===== src/rtl/sha1md_pkg.sv =====
// Shared types and constants of the SHA-1 digest block.
`default_nettype none

package sha1md_pkg;

   // One message item as it travels from the front end to the engine.
   typedef struct packed {
      logic [7:0] data_byte;
      logic       has_byte;
      logic       is_last;
   } item_type;

   // Head of the item queue as seen by the engine.
   typedef struct packed {
      logic     valid;
      item_type item;
   } queue_head_type;

   localparam int unsigned QUEUE_DEPTH = 2;
   localparam int unsigned QPTR_W      = 1;

   typedef logic [31:0] word_type;

   localparam word_type H_INIT [5] = '{
      32'h6745_2301, 32'hEFCD_AB89, 32'h98BA_DCFE, 32'h1032_5476, 32'hC3D2_E1F0
   };

   localparam word_type K_00_19 = 32'h5A82_7999;
   localparam word_type K_20_39 = 32'h6ED9_EBA1;
   localparam word_type K_40_59 = 32'h8F1B_BCDC;
   localparam word_type K_60_79 = 32'hCA62_C1D6;

   localparam logic [7:0] PAD_MARK = 8'h80;
   localparam logic [7:0] PAD_ZERO = 8'h00;

   localparam logic [6:0] LAST_ROUND  = 7'd79;
   localparam logic [5:0] LEN_POS     = 6'd56;
   localparam logic [5:0] LAST_POS    = 6'd63;
   localparam logic [2:0] LAST_WORD   = 3'd4;

endpackage

`default_nettype wire


===== src/rtl/sha1md_if.sv =====
// Handshake channels for message items and digest words.
`default_nettype none

interface sha1md_req_if;
   logic       valid;
   logic       ready;
   logic [7:0] data_byte;
   logic       has_byte;
   logic       is_last;

   modport source (output valid, data_byte, has_byte, is_last, input ready);
   modport sink   (input valid, data_byte, has_byte, is_last, output ready);
endinterface

interface sha1md_rsp_if;
   logic        valid;
   logic        ready;
   logic [31:0] digest_word;
   logic [2:0]  word_index;
   logic        last_word;

   modport source (output valid, digest_word, word_index, last_word, input ready);
   modport sink   (input valid, digest_word, word_index, last_word, output ready);
endinterface

`default_nettype wire


===== src/rtl/sha1_message_digest.sv =====
// Top level of the SHA-1 digest block.
// Usage:
//   req_chan carries one message byte per transaction (data_byte, valid
//   when has_byte is set) and marks the end of a message with is_last.
//   A transaction with neither has_byte nor is_last is ignored.
//   rsp_chan returns the five digest words H0..H4 as five transactions,
//   word_index 0 to 4, last_word set on the fifth.
// Timing:
//   A two-entry queue accepts one transaction per cycle while it has room.
//   The engine packs one byte per cycle; every 64th byte adds a block
//   compression of 80 rounds followed by the chaining add.
//   After is_last, padding runs one byte per cycle up to byte 56 of a
//   block (a second compression first when the marker lands past byte 55),
//   then the two length words are pushed and the final compression runs;
//   the digest words leave at one per cycle while rsp_chan takes them. The
//   sustained byte rate is set by the single shared round unit.
// Reset: synchronous; clears the queue, restores the initial hash value
//   and drops any partly received message.
// Stalls: the digest sits in an output register; while rsp_chan is
//   stalled the engine waits and the queue keeps taking bytes until full.
`default_nettype none

module sha1_message_digest (
   input  wire logic    clock,
   input  wire logic    reset,
   sha1md_req_if.sink   req_chan,
   sha1md_rsp_if.source rsp_chan
);

   sha1md_pkg::queue_head_type q_head;
   logic                       q_pop;

   // accept and filter transactions
   sha1md_front u_front (
      .clock    (clock),
      .reset    (reset),
      .req_chan (req_chan),
      .q_head   (q_head),
      .q_pop    (q_pop)
   );

   // pack, pad, compress, emit
   sha1md_engine u_engine (
      .clock    (clock),
      .reset    (reset),
      .q_head   (q_head),
      .q_pop    (q_pop),
      .rsp_chan (rsp_chan)
   );

endmodule

`default_nettype wire


===== src/rtl/sha1md_front.sv =====
// Front end: accepts message items, drops idle ones, queues the rest.
`default_nettype none

module sha1md_front (
   input  wire logic                      clock,
   input  wire logic                      reset,
   sha1md_req_if.sink                     req_chan,
   output sha1md_pkg::queue_head_type     q_head,
   input  wire logic                      q_pop
);

   sha1md_pkg::item_type entry_ff [sha1md_pkg::QUEUE_DEPTH];
   logic [sha1md_pkg::QPTR_W-1:0] wr_ptr_ff, wr_ptr_in;
   logic [sha1md_pkg::QPTR_W-1:0] rd_ptr_ff, rd_ptr_in;
   logic [sha1md_pkg::QPTR_W:0]   fill_ff, fill_in;
   logic                          push;
   logic                          pop;

   assign req_chan.ready = (fill_ff != (sha1md_pkg::QPTR_W+1)'(sha1md_pkg::QUEUE_DEPTH));

   // idle items carry nothing and are dropped here
   assign push = req_chan.valid && req_chan.ready
                 && (req_chan.has_byte || req_chan.is_last);
   assign pop  = q_pop && (fill_ff != '0);

   assign q_head.valid = (fill_ff != '0);
   assign q_head.item  = entry_ff[rd_ptr_ff];

   always_comb begin
      wr_ptr_in = push ? wr_ptr_ff + 1'b1 : wr_ptr_ff;
      rd_ptr_in = pop  ? rd_ptr_ff + 1'b1 : rd_ptr_ff;
      fill_in   = fill_ff;
      if (push && !pop) begin
         fill_in = fill_ff + 1'b1;
      end else if (pop && !push) begin
         fill_in = fill_ff - 1'b1;
      end
   end

   always_ff @(posedge clock) begin
      if (push) begin
         entry_ff[wr_ptr_ff] <= '{data_byte: req_chan.data_byte,
                                  has_byte:  req_chan.has_byte,
                                  is_last:   req_chan.is_last};
      end
      if (reset) begin
         wr_ptr_ff <= '0;
         rd_ptr_ff <= '0;
         fill_ff   <= '0;
      end else begin
         wr_ptr_ff <= wr_ptr_in;
         rd_ptr_ff <= rd_ptr_in;
         fill_ff   <= fill_in;
      end
   end

endmodule

`default_nettype wire


===== src/rtl/sha1md_engine.sv =====
// Back end: byte packing, padding, 80-round compression and digest output.
`default_nettype none

module sha1md_engine (
   input  wire logic                      clock,
   input  wire logic                      reset,
   input  wire sha1md_pkg::queue_head_type q_head,
   output logic                           q_pop,
   sha1md_rsp_if.source                   rsp_chan
);

   typedef enum logic [2:0] {
      ST_IDLE,
      ST_PAD,
      ST_LEN_HI,
      ST_LEN_LO,
      ST_ROUND,
      ST_ADD,
      ST_OUT
   } state_type;

   function automatic logic [31:0] rotl(input logic [31:0] v, input int unsigned n);
      rotl = (v << n) | (v >> (32 - n));
   endfunction

   state_type   state_ff, state_in;
   logic [31:0] chain_ff [5];
   logic [31:0] chain_in [5];
   logic [31:0] work_ff  [5];
   logic [31:0] work_in  [5];
   logic [31:0] win_ff   [16];
   logic [31:0] win_in   [16];
   logic [23:0] acc_ff, acc_in;
   logic [5:0]  count_ff, count_in;
   logic [63:0] len_ff, len_in;
   logic [6:0]  round_ff, round_in;
   logic        last_pend_ff, last_pend_in;
   logic        pad_done_ff, pad_done_in;
   logic        final_ff, final_in;
   logic [2:0]  out_idx_ff, out_idx_in;
   logic        rsp_valid_ff, rsp_valid_in;
   logic [31:0] rsp_word_ff, rsp_word_in;
   logic [2:0]  rsp_index_ff, rsp_index_in;
   logic        rsp_last_ff, rsp_last_in;

   logic        put_en;
   logic [7:0]  put_data;
   logic        push_en;
   logic [31:0] push_word;
   logic        start;
   logic [31:0] f_val;
   logic [31:0] k_val;
   logic [31:0] t_val;
   logic [31:0] w_next;

   assign rsp_chan.valid       = rsp_valid_ff;
   assign rsp_chan.digest_word = rsp_word_ff;
   assign rsp_chan.word_index  = rsp_index_ff;
   assign rsp_chan.last_word   = rsp_last_ff;

   // round function and constant
   always_comb begin
      if (round_ff < 7'd20) begin
         f_val = (work_ff[1] & work_ff[2]) | (~work_ff[1] & work_ff[3]);
         k_val = sha1md_pkg::K_00_19;
      end else if (round_ff < 7'd40) begin
         f_val = work_ff[1] ^ work_ff[2] ^ work_ff[3];
         k_val = sha1md_pkg::K_20_39;
      end else if (round_ff < 7'd60) begin
         f_val = (work_ff[1] & work_ff[2]) | (work_ff[1] & work_ff[3])
                 | (work_ff[2] & work_ff[3]);
         k_val = sha1md_pkg::K_40_59;
      end else begin
         f_val = work_ff[1] ^ work_ff[2] ^ work_ff[3];
         k_val = sha1md_pkg::K_60_79;
      end
      t_val  = rotl(work_ff[0], 5) + f_val + work_ff[4] + k_val + win_ff[0];
      w_next = rotl(win_ff[13] ^ win_ff[8] ^ win_ff[2] ^ win_ff[0], 1);
   end

   always_comb begin
      state_in     = state_ff;
      chain_in     = chain_ff;
      work_in      = work_ff;
      win_in       = win_ff;
      acc_in       = acc_ff;
      count_in     = count_ff;
      len_in       = len_ff;
      round_in     = round_ff;
      last_pend_in = last_pend_ff;
      pad_done_in  = pad_done_ff;
      final_in     = final_ff;
      out_idx_in   = out_idx_ff;
      rsp_valid_in = rsp_valid_ff && !rsp_chan.ready;
      rsp_word_in  = rsp_word_ff;
      rsp_index_in = rsp_index_ff;
      rsp_last_in  = rsp_last_ff;
      put_en       = 1'b0;
      put_data     = sha1md_pkg::PAD_ZERO;
      push_en      = 1'b0;
      push_word    = '0;
      start        = 1'b0;
      q_pop        = 1'b0;

      unique case (state_ff)
         ST_IDLE: begin
            if (q_head.valid) begin
               q_pop        = 1'b1;
               last_pend_in = q_head.item.is_last;
               if (q_head.item.has_byte) begin
                  put_en   = 1'b1;
                  put_data = q_head.item.data_byte;
                  len_in   = len_ff + 64'd8;
               end
               if (q_head.item.is_last) begin
                  state_in = ST_PAD;
               end
            end
         end
         ST_PAD: begin
            if (!pad_done_ff) begin
               put_en      = 1'b1;
               put_data    = sha1md_pkg::PAD_MARK;
               pad_done_in = 1'b1;
            end else if (count_ff != sha1md_pkg::LEN_POS) begin
               put_en   = 1'b1;
               put_data = sha1md_pkg::PAD_ZERO;
            end else begin
               state_in = ST_LEN_HI;
            end
         end
         ST_LEN_HI: begin
            push_en   = 1'b1;
            push_word = len_ff[63:32];
            state_in  = ST_LEN_LO;
         end
         ST_LEN_LO: begin
            push_en   = 1'b1;
            push_word = len_ff[31:0];
            count_in  = '0;
            final_in  = 1'b1;
            start     = 1'b1;
         end
         ST_ROUND: begin
            work_in[4] = work_ff[3];
            work_in[3] = work_ff[2];
            work_in[2] = rotl(work_ff[1], 30);
            work_in[1] = work_ff[0];
            work_in[0] = t_val;
            for (int i = 0; i < 15; i++) begin
               win_in[i] = win_ff[i+1];
            end
            win_in[15] = w_next;
            if (round_ff == sha1md_pkg::LAST_ROUND) begin
               round_in = '0;
               state_in = ST_ADD;
            end else begin
               round_in = round_ff + 7'd1;
            end
         end
         ST_ADD: begin
            for (int i = 0; i < 5; i++) begin
               chain_in[i] = chain_ff[i] + work_ff[i];
            end
            if (final_ff) begin
               out_idx_in = '0;
               state_in   = ST_OUT;
            end else if (last_pend_ff) begin
               state_in = ST_PAD;
            end else begin
               state_in = ST_IDLE;
            end
         end
         ST_OUT: begin
            if (!rsp_valid_ff || rsp_chan.ready) begin
               rsp_valid_in = 1'b1;
               rsp_word_in  = chain_ff[out_idx_ff];
               rsp_index_in = out_idx_ff;
               rsp_last_in  = (out_idx_ff == sha1md_pkg::LAST_WORD);
               if (out_idx_ff == sha1md_pkg::LAST_WORD) begin
                  // digest handed over: back to a fresh message
                  chain_in     = sha1md_pkg::H_INIT;
                  count_in     = '0;
                  len_in       = '0;
                  last_pend_in = 1'b0;
                  pad_done_in  = 1'b0;
                  final_in     = 1'b0;
                  state_in     = ST_IDLE;
               end else begin
                  out_idx_in = out_idx_ff + 3'd1;
               end
            end
         end
         default: begin
            state_in = ST_IDLE;
         end
      endcase

      // byte packing, big-endian within each word
      if (put_en) begin
         acc_in   = {acc_ff[15:0], put_data};
         count_in = count_ff + 6'd1;
         if (count_ff[1:0] == 2'b11) begin
            push_en   = 1'b1;
            push_word = {acc_ff, put_data};
         end
         if (count_ff == sha1md_pkg::LAST_POS) begin
            start = 1'b1;
         end
      end

      if (push_en) begin
         for (int i = 0; i < 15; i++) begin
            win_in[i] = win_ff[i+1];
         end
         win_in[15] = push_word;
      end

      if (start) begin
         work_in  = chain_ff;
         round_in = '0;
         state_in = ST_ROUND;
      end
   end

   always_ff @(posedge clock) begin
      work_ff      <= work_in;
      win_ff       <= win_in;
      acc_ff       <= acc_in;
      rsp_word_ff  <= rsp_word_in;
      rsp_index_ff <= rsp_index_in;
      rsp_last_ff  <= rsp_last_in;
      out_idx_ff   <= out_idx_in;
      if (reset) begin
         state_ff     <= ST_IDLE;
         chain_ff     <= sha1md_pkg::H_INIT;
         count_ff     <= '0;
         len_ff       <= '0;
         round_ff     <= '0;
         last_pend_ff <= 1'b0;
         pad_done_ff  <= 1'b0;
         final_ff     <= 1'b0;
         rsp_valid_ff <= 1'b0;
      end else begin
         state_ff     <= state_in;
         chain_ff     <= chain_in;
         count_ff     <= count_in;
         len_ff       <= len_in;
         round_ff     <= round_in;
         last_pend_ff <= last_pend_in;
         pad_done_ff  <= pad_done_in;
         final_ff     <= final_in;
         rsp_valid_ff <= rsp_valid_in;
      end
   end

endmodule

`default_nettype wire


===== src/flat_wrapper.sv =====
// flat-port wrapper written by rule: the top's interface ports become plain ports
module sha1_message_digest_flat 
  (clock, reset, req_chan_valid, req_chan_data_byte, req_chan_has_byte, req_chan_is_last, req_chan_ready, rsp_chan_valid, rsp_chan_digest_word, rsp_chan_word_index, rsp_chan_last_word, rsp_chan_ready);
  sha1md_req_if req_chan_i ();
  sha1md_rsp_if rsp_chan_i ();
  input  wire logic clock;
  input  wire logic reset;
  input wire logic [$bits(req_chan_i.valid)-1:0] req_chan_valid;
  input wire logic [$bits(req_chan_i.data_byte)-1:0] req_chan_data_byte;
  input wire logic [$bits(req_chan_i.has_byte)-1:0] req_chan_has_byte;
  input wire logic [$bits(req_chan_i.is_last)-1:0] req_chan_is_last;
  output wire logic [$bits(req_chan_i.ready)-1:0] req_chan_ready;
  output wire logic [$bits(rsp_chan_i.valid)-1:0] rsp_chan_valid;
  output wire logic [$bits(rsp_chan_i.digest_word)-1:0] rsp_chan_digest_word;
  output wire logic [$bits(rsp_chan_i.word_index)-1:0] rsp_chan_word_index;
  output wire logic [$bits(rsp_chan_i.last_word)-1:0] rsp_chan_last_word;
  input wire logic [$bits(rsp_chan_i.ready)-1:0] rsp_chan_ready;
  assign req_chan_i.valid = req_chan_valid;
  assign req_chan_i.data_byte = req_chan_data_byte;
  assign req_chan_i.has_byte = req_chan_has_byte;
  assign req_chan_i.is_last = req_chan_is_last;
  assign req_chan_ready = req_chan_i.ready;
  assign rsp_chan_valid = rsp_chan_i.valid;
  assign rsp_chan_digest_word = rsp_chan_i.digest_word;
  assign rsp_chan_word_index = rsp_chan_i.word_index;
  assign rsp_chan_last_word = rsp_chan_i.last_word;
  assign rsp_chan_i.ready = rsp_chan_ready;
  sha1_message_digest u_core (.clock(clock), .reset(reset), .req_chan(req_chan_i), .rsp_chan(rsp_chan_i));
endmodule

===== config.mk =====
export PLATFORM = sky130hd
export DESIGN_NAME = sha1_message_digest_flat
export DESIGN_NICKNAME = d
export VERILOG_FILES = /design/src/rtl/sha1md_pkg.sv /design/src/rtl/sha1md_if.sv /design/src/rtl/sha1_message_digest.sv /design/src/rtl/sha1md_front.sv /design/src/rtl/sha1md_engine.sv /design/src/flat_wrapper.sv
export SDC_FILE = /design/constraint.sdc
export NUM_CORES = 2
export LEC_CHECK = 0
export BUFFER_PORTS_ARGS = -buffer_cell sky130_fd_sc_hd__clkbuf_2
export CAP_MARGIN = 20
export CORE_UTILIZATION = 55
export DETAILED_ROUTE_END_ITERATION = 10
export PLACE_DENSITY = 0.78
export REMOVE_ABC_BUFFERS = 1
export SLEW_MARGIN = 15
export SYNTH_ARGS = -nofsm -noshare
export SYNTH_HDL_FRONTEND = slang
export SYNTH_SLANG_ARGS = --single-unit

===== constraint.sdc =====
create_clock -name clock -period 16.2 [get_ports clock]
set_clock_uncertainty 0.05 [all_clocks]
set_input_delay 0 -clock clock [delete_from_list [all_inputs] [get_ports clock]]
set_output_delay 0 -clock clock [all_outputs]
set_load 0.02 [all_outputs]

-- Yosys cells after proc, flatten, opt, wreduce, memory -nomap -nowiden
Memory sizes are Yosys's and may differ from the RTL's. A register that Yosys moved wholly into a read port is not among the register bits.
Cells that the tools add are included.
- RAM bits: 20
- bits of input ports: 14
- latch bits: 0
- word-level logic and storage cells: 224
- flip-flop bits (word level): 983
- memories: 1
- bits in read-only memories: 0
- equal/unequal tests: 32
- bitwise logic cells: 18
- reductions and logical operators: 34
- shifts and indexed selects: 0
- multipliers: 0
- $lt $le $gt $ge: 4
- divide/modulo/power cells: 0
- add/subtract/negate cells: 17
- multiplexer cells: 75
- memory list (name ; words ; width ; read ports ; clocked after memory_dff ; wr ports ; RTL line ; text):
    u_core.u_front.entry_ff ; 2 ; 10 ; 1 ; 1 ; 1 ; sha1md_front.sv:12 ; sha1md_pkg::item_type entry_ff [sha1md_pkg::QUEUE_DEPTH];
- operator list (cell ; number):
    2-to-1 mux 512 bit ; 2
    2-to-1 mux 160 bit ; 4
    one-hot mux 160 bit (2 select lines) ; 1
    adder 32 bit ; 9
    2-to-1 mux 32 bit ; 9
    2-to-1 mux 64 bit ; 4
    XOR 32 bit ; 5
    bitwise AND 32 bit ; 4
    one-hot mux 64 bit (2 select lines) ; 1
    binary-select mux 32 bit (select 3 bit) ; 1
    OR 32 bit ; 3
    adder 64 x 4 -> 64 bit, second input constant ; 1
    one-hot mux 32 bit (2 select lines) ; 1
    2-to-1 mux 3 bit ; 12
    inverter 32 bit ; 1
    OR 32 x 1 -> 32 bit ; 1
    OR 32 x 30 -> 32 bit ; 1
    OR 32 x 5 -> 32 bit ; 1
    2-to-1 mux 31 bit ; 1
    2-to-1 mux 8 bit ; 3
    inequality test 3 bit, second input constant ; 8
    2-to-1 mux 1 bit ; 22
    one-hot mux 3 bit (7 select lines) ; 1
    inequality test 2 bit, second input constant ; 10
    other kinds (39) ; 74

-- Logic depth before layout (Yosys ltp)
- word-level depth: 12
- gate-level depth with buffers: 25
- gate-level depth less buffers: 24

-- Modules after synthesis
From an unflattened synthesis, not the netlist that was laid out.
- cell total of the unflattened synthesis: 4427
- area, all modules: 50046.7 um2
- modules (own cells, without submodules) (module ; area an instance (um2) ; times used ; cells an instance ; seq. area each (um2)):
    sha1md_engine ; 49097.1 ; 1 ; 4370 ; 26895.8
    sha1md_front ; 949.7 ; 1 ; 57 ; 700.7

-- Worst setup path after synthesis
Ideal clock, no wire load.
- kind: register to register
- start point: register u_core.u_engine.out_idx_ff[0] (netlist name)
- end point: register u_core.u_engine.win_ff[0] (netlist bit), enable pin
- clock period less this slack: 15.260 ns
- data arrival time: 11.549 ns
- stages on the path, launching flop included: 15
- slack: 0.940 ns
- setup time: 3.661 ns
- path buffers: 4
- cells stage by stage: edfxtp_1 > clkbuf_1 > buf_1 > buf_1 > inv_1 > ha_1 > nand2_1 > o32ai_2 > and2_4 > nand2_1 > nand2_1 > and2_1 > clkbuf_1 > nor2_1 > nand2_1
- RTL lines (what ; RTL line ; text):
    end signal: assignment ; sha1md_engine.sv:228 ; win_ff <= win_in;
    end: declaration ; sha1md_engine.sv:31 ; logic [31:0] win_ff [16];

==> results.json <==
{
  "outcome": "complete, no violations",
  "drt.antenna.violating_nets": 0,
  "route.met3.wl_um": 11300,
  "drv_slew": 0,
  "die_span_x_um": 303,
  "post_synth.cell_area_avg_um2": 11.3,
  "cts-root-buf": "sky130_fd_sc_hd__clkbuf_16",
  "portBuffers": 51,
  "drcViolationCount": 0,
  "routed_via_count_divided_by_cell_count": 6.05,
  "post_drt_wl_per_cell_um": 21.7,
  "core-area_um2": 88900,
  "routed_wl_um": 124000,
  "detailroute.wirelength.met2_um": 56500,
  "worst_slew_margin_rel_pct": 21.7,
  "chipHeight_um": 303,
  "largest_family_of_logic_cells_by_synthesized_area": "compound AO/OA/AOI/OAI gates",
  "critical_path_arrival_ps": 7650,
  "setup.worst_path.end_class": "register",
  "timing_hold_violations_final": 0,
  "post_cts_resized": 0,
  "global_route.usage.total_pct": 27.2,
  "synthDistinctLibCells": 79,
  "flow.area_growth_from_synthesis_pct": 10.4,
  "timing.setup.tns_ps": 0,
  "ys_ff_latch": 1001,
  "grt_pass1_wl_um": 191000,
  "die-area_um2": 91500,
  "via_count": 34500,
  "cts_tree": "yes",
  "yosysSeqAreaShare_pct": 55.6,
  "yosys-top-cells-area": "sky130_fd_sc_hd__edfxtp_1 46%, sky130_fd_sc_hd__dfxtp_1 9.9%, sky130_fd_sc_hd__fa_1 5.0%",
  "dpl_cell_area_um2": 51200,
  "route.top_layer_used": "met4",
  "post_synth_instance_area_um2": 49700,
  "synth-adder-area-share_pct": 10.1,
  "most_numerous_cell_types_in_the_synthesized_netlist": "755 x sky130_fd_sc_hd__edfxtp_1, 619 x sky130_fd_sc_hd__nand2_1, 308 x sky130_fd_sc_hd__nor2_1",
  "synth_top_cell_area_share_pct": 45.6,
  "drive_above_1_share_pct": 6.58,
  "yosys.cell_count.top_type": "sky130_fd_sc_hd__edfxtp_1",
  "ios": 52,
  "grt_start_max_net_pins": 216,
  "first_global_vias": 32900,
  "synth_edf_count": 755,
  "ctsHtreeMaxLevel": 3,
  "r2r_cells": 26,
  "finish.instance_area_um2": 54800,
  "clockBufferDepth": 3,
  "final_setup_viols": 0,
  "grt.overflow.total": 0,
  "yosys-mux-area-fraction_pct": 2.79,
  "initial_utilization_pct": 55.9,
  "clock.fmax_ghz": 0.136,
  "tightest_slew_ps": 1170,
  "cap_viol_max_count": 0,
  "xor_xnor_fraction_of_synth_area_pct": 5.31,
  "cts.clk_slew.worst_paths_ps": 60,
  "final.min_clock_period_ps": 7360,
  "crit_path_start_kind": "register",
  "peakVddDrop_mv": 0.105,
  "complex_gate_fraction_of_the_synthesized_area_pct": 11.9,
  "worstSkewPairLatency_ps": 690,
  "worst_path_class_setup": "reg2reg",
  "synth-simple-area-share_pct": 11.1,
  "dominantRegCellSynth": "sky130_fd_sc_hd__edfxtp_1",
  "antenna_found_initial": 2,
  "placement_rows": 109,
  "power_density_over_the_cells_nw_per_um2": 174,
  "ys_warn_count": 0,
  "holdPathStages": 2,
  "timing.final.crit_share_pct": 45.4,
  "timing.hold.ws_ps": 37.4,
  "crit_path_max_fanout": 18,
  "rsz0062_at_grt": "false",
  "place_congestion": 0.974,
  "numCtsBuffers": 101,
  "synthCells": 4397,
  "hpwl_um": 83500,
  "postSynth.asyncResetShare_pct": 0,
  "min-delay-path-class": "in2reg",
  "power.static_leakage_nw": 20.7,
  "worst-endpoint-required_ps": 16490,
  "detail_route.wirelength.met1_um": 52200,
  "netlist.top_cell.by_area": "sky130_fd_sc_hd__edfxtp_1",
  "drt-initial-drc-count": 4240,
  "layout.core_utilization_pct": 61.7,
  "drt_pass_1_iters": 6,
  "nets": 4796,
  "cts.sinks": 1001
}
==> metal layers <==
metal | vias to the layer above | global-route usage (%)
met4 | 0 | 8.89
met3 | 234 | 4.43
li1 | 15900 | -
met5 | - | 0
met1 | 16800 | 39.1
met2 | 1634 | 42.2
==> cell type report <==
class | count | area [µm²]
Fill cell | 6834 | 34100
Sequential cell | 1001 | 27600
Multi-Input combinational cell | 2970 | 20500
Clock buffer | 153 | 2870
Tap cell | 1165 | 1460
Inverter | 266 | 998
Timing Repair Buffer | 117 | 851
Clock inverter | 38 | 522
Antenna cell | 1 | 2.50
==> flip-flops by register name, indices dropped and copies added (netlist names), 2 cells and up, named ones only <==
signal and flops:
u_core.u_engine.acc_ff 24, u_core.u_engine.chain_ff 160, u_core.u_engine.count_ff 6, u_core.u_engine.len_ff 61, u_core.u_engine.out_idx_ff 3, u_core.u_engine.round_ff 7
u_core.u_engine.rsp_chan.digest_word 32, u_core.u_engine.rsp_chan.word_index 3, u_core.u_engine.state_ff 3, u_core.u_engine.win_ff 512, u_core.u_engine.work_ff 160, u_core.u_front.entry_ff 20
u_core.u_front.fill_ff 2
==> logic make-up (layout without fill, tap and decap cells) <==
kind of cell             after synthesis  after routing
adder cells (fa/ha/maj)              325            325
other                                  0              1
AND/OR/NAND/NOR                     1268           1268
flip-flops                          1001           1001
XOR/XNOR                             301            301
multiplexers                         138            138
buffers and inverters                426            574
AO/OA/AOI/OAI                        938            938
==> metrics by stage <==
step / power (mW) / worst slack (ps) / cells
2_1_floorplan: 6.54 / -682 / 4237
3_3_place_gp: 7.04 / 9100 / 5496
3_5_place_dp: 7.12 / 8940 / 5496
4_1_cts: 9.53 / 8880 / 5708
5_1_grt: 10.1 / 8350 / 5710
6_report: 9.55 / 8840 / 5711
==> critical path, stage by stage, from the launching register on <==
cell	delay, ps
sky130_fd_sc_hd__dfxtp_1	360
sky130_fd_sc_hd__nand4_1	160
sky130_fd_sc_hd__nor2b_1	390
sky130_fd_sc_hd__nand2_1	100
sky130_fd_sc_hd__buf_4	240
sky130_fd_sc_hd__nand2_1	200
sky130_fd_sc_hd__buf_4	300
sky130_fd_sc_hd__clkinv_1	100
sky130_fd_sc_hd__buf_4	220
sky130_fd_sc_hd__a221oi_1	340
sky130_fd_sc_hd__fa_1	520
sky130_fd_sc_hd__fa_1	550
sky130_fd_sc_hd__fa_1	420
sky130_fd_sc_hd__inv_1	70
sky130_fd_sc_hd__ha_1	200
sky130_fd_sc_hd__inv_1	70
sky130_fd_sc_hd__fa_1	400
sky130_fd_sc_hd__nor2b_1	160
sky130_fd_sc_hd__o31a_1	220
sky130_fd_sc_hd__o221ai_1	210
sky130_fd_sc_hd__o2111ai_1	340
sky130_fd_sc_hd__nand2_1	170
sky130_fd_sc_hd__o31ai_1	630
sky130_fd_sc_hd__a211o_1	230
sky130_fd_sc_hd__a31oi_1	100
sky130_fd_sc_hd__xnor2_1	140
sky130_fd_sc_hd__o21ai_0	110
==> placed cells by master, fill, tap and decap left out, types with 20 or more instances in the layout <==
master                          count
sky130_fd_sc_hd__mux2i_1          134
sky130_fd_sc_hd__xor2_1           144
sky130_fd_sc_hd__a31oi_1           25
sky130_fd_sc_hd__buf_4             43
sky130_fd_sc_hd__nand2_1          615
sky130_fd_sc_hd__a21o_1            96
sky130_fd_sc_hd__clkbuf_1          37
sky130_fd_sc_hd__nand4_1           34
sky130_fd_sc_hd__nor3_1            55
sky130_fd_sc_hd__edfxtp_1         755
sky130_fd_sc_hd__nor2b_1           30
sky130_fd_sc_hd__fa_1             125
sky130_fd_sc_hd__o22ai_1           63
sky130_fd_sc_hd__a221oi_1          22
sky130_fd_sc_hd__clkbuf_2          50
sky130_fd_sc_hd__and3_1            28
sky130_fd_sc_hd__o21ai_0          269
sky130_fd_sc_hd__a211oi_1          26
sky130_fd_sc_hd__o21bai_1          22
sky130_fd_sc_hd__nand3_1           77
sky130_fd_sc_hd__dlygate4sd3_1     21
sky130_fd_sc_hd__o21a_1            24
sky130_fd_sc_hd__a22oi_1           23
sky130_fd_sc_hd__nand2b_1          20
sky130_fd_sc_hd__o211ai_1          20
sky130_fd_sc_hd__a21oi_1          230
sky130_fd_sc_hd__dfxtp_1          245
sky130_fd_sc_hd__xnor2_1          157
sky130_fd_sc_hd__or3_1             28
sky130_fd_sc_hd__nor2_1           303
sky130_fd_sc_hd__inv_1            263
sky130_fd_sc_hd__clkbuf_16        101
sky130_fd_sc_hd__ha_1             200
==> path summary, 6_finish.rpt <==
check	startpoint	endpoint	slack [ps]
worst max-delay path	u_core.u_engine.round_ff[4]	u_core.u_engine.work_ff[159]	8840
worst min-delay path	req_chan_has_byte	u_core.u_front.entry_ff[1][1]	40
worst max register to register	u_core.u_engine.round_ff[4]	u_core.u_engine.work_ff[159]	8840
worst min register to register	u_core.u_engine.win_ff[463]	u_core.u_engine.win_ff[495]	350
==> power breakdown <==
group          switching [mW]  leakage, nW  internal (mW)  total, mW
clock network            1.02         1.64           1.36       2.38
logic                    1.96         10.2           1.25       3.21
registers               0.296         8.92           3.67       3.96
total                    3.27         20.7           6.27       9.55
==> timing repair <==
item	4_1_cts	5_1_grt
setup buffers	0	0
hold endpoints to repair	38	0
hold buffers	21	0
No activity file was read; power rests on OpenSTA's default activity.
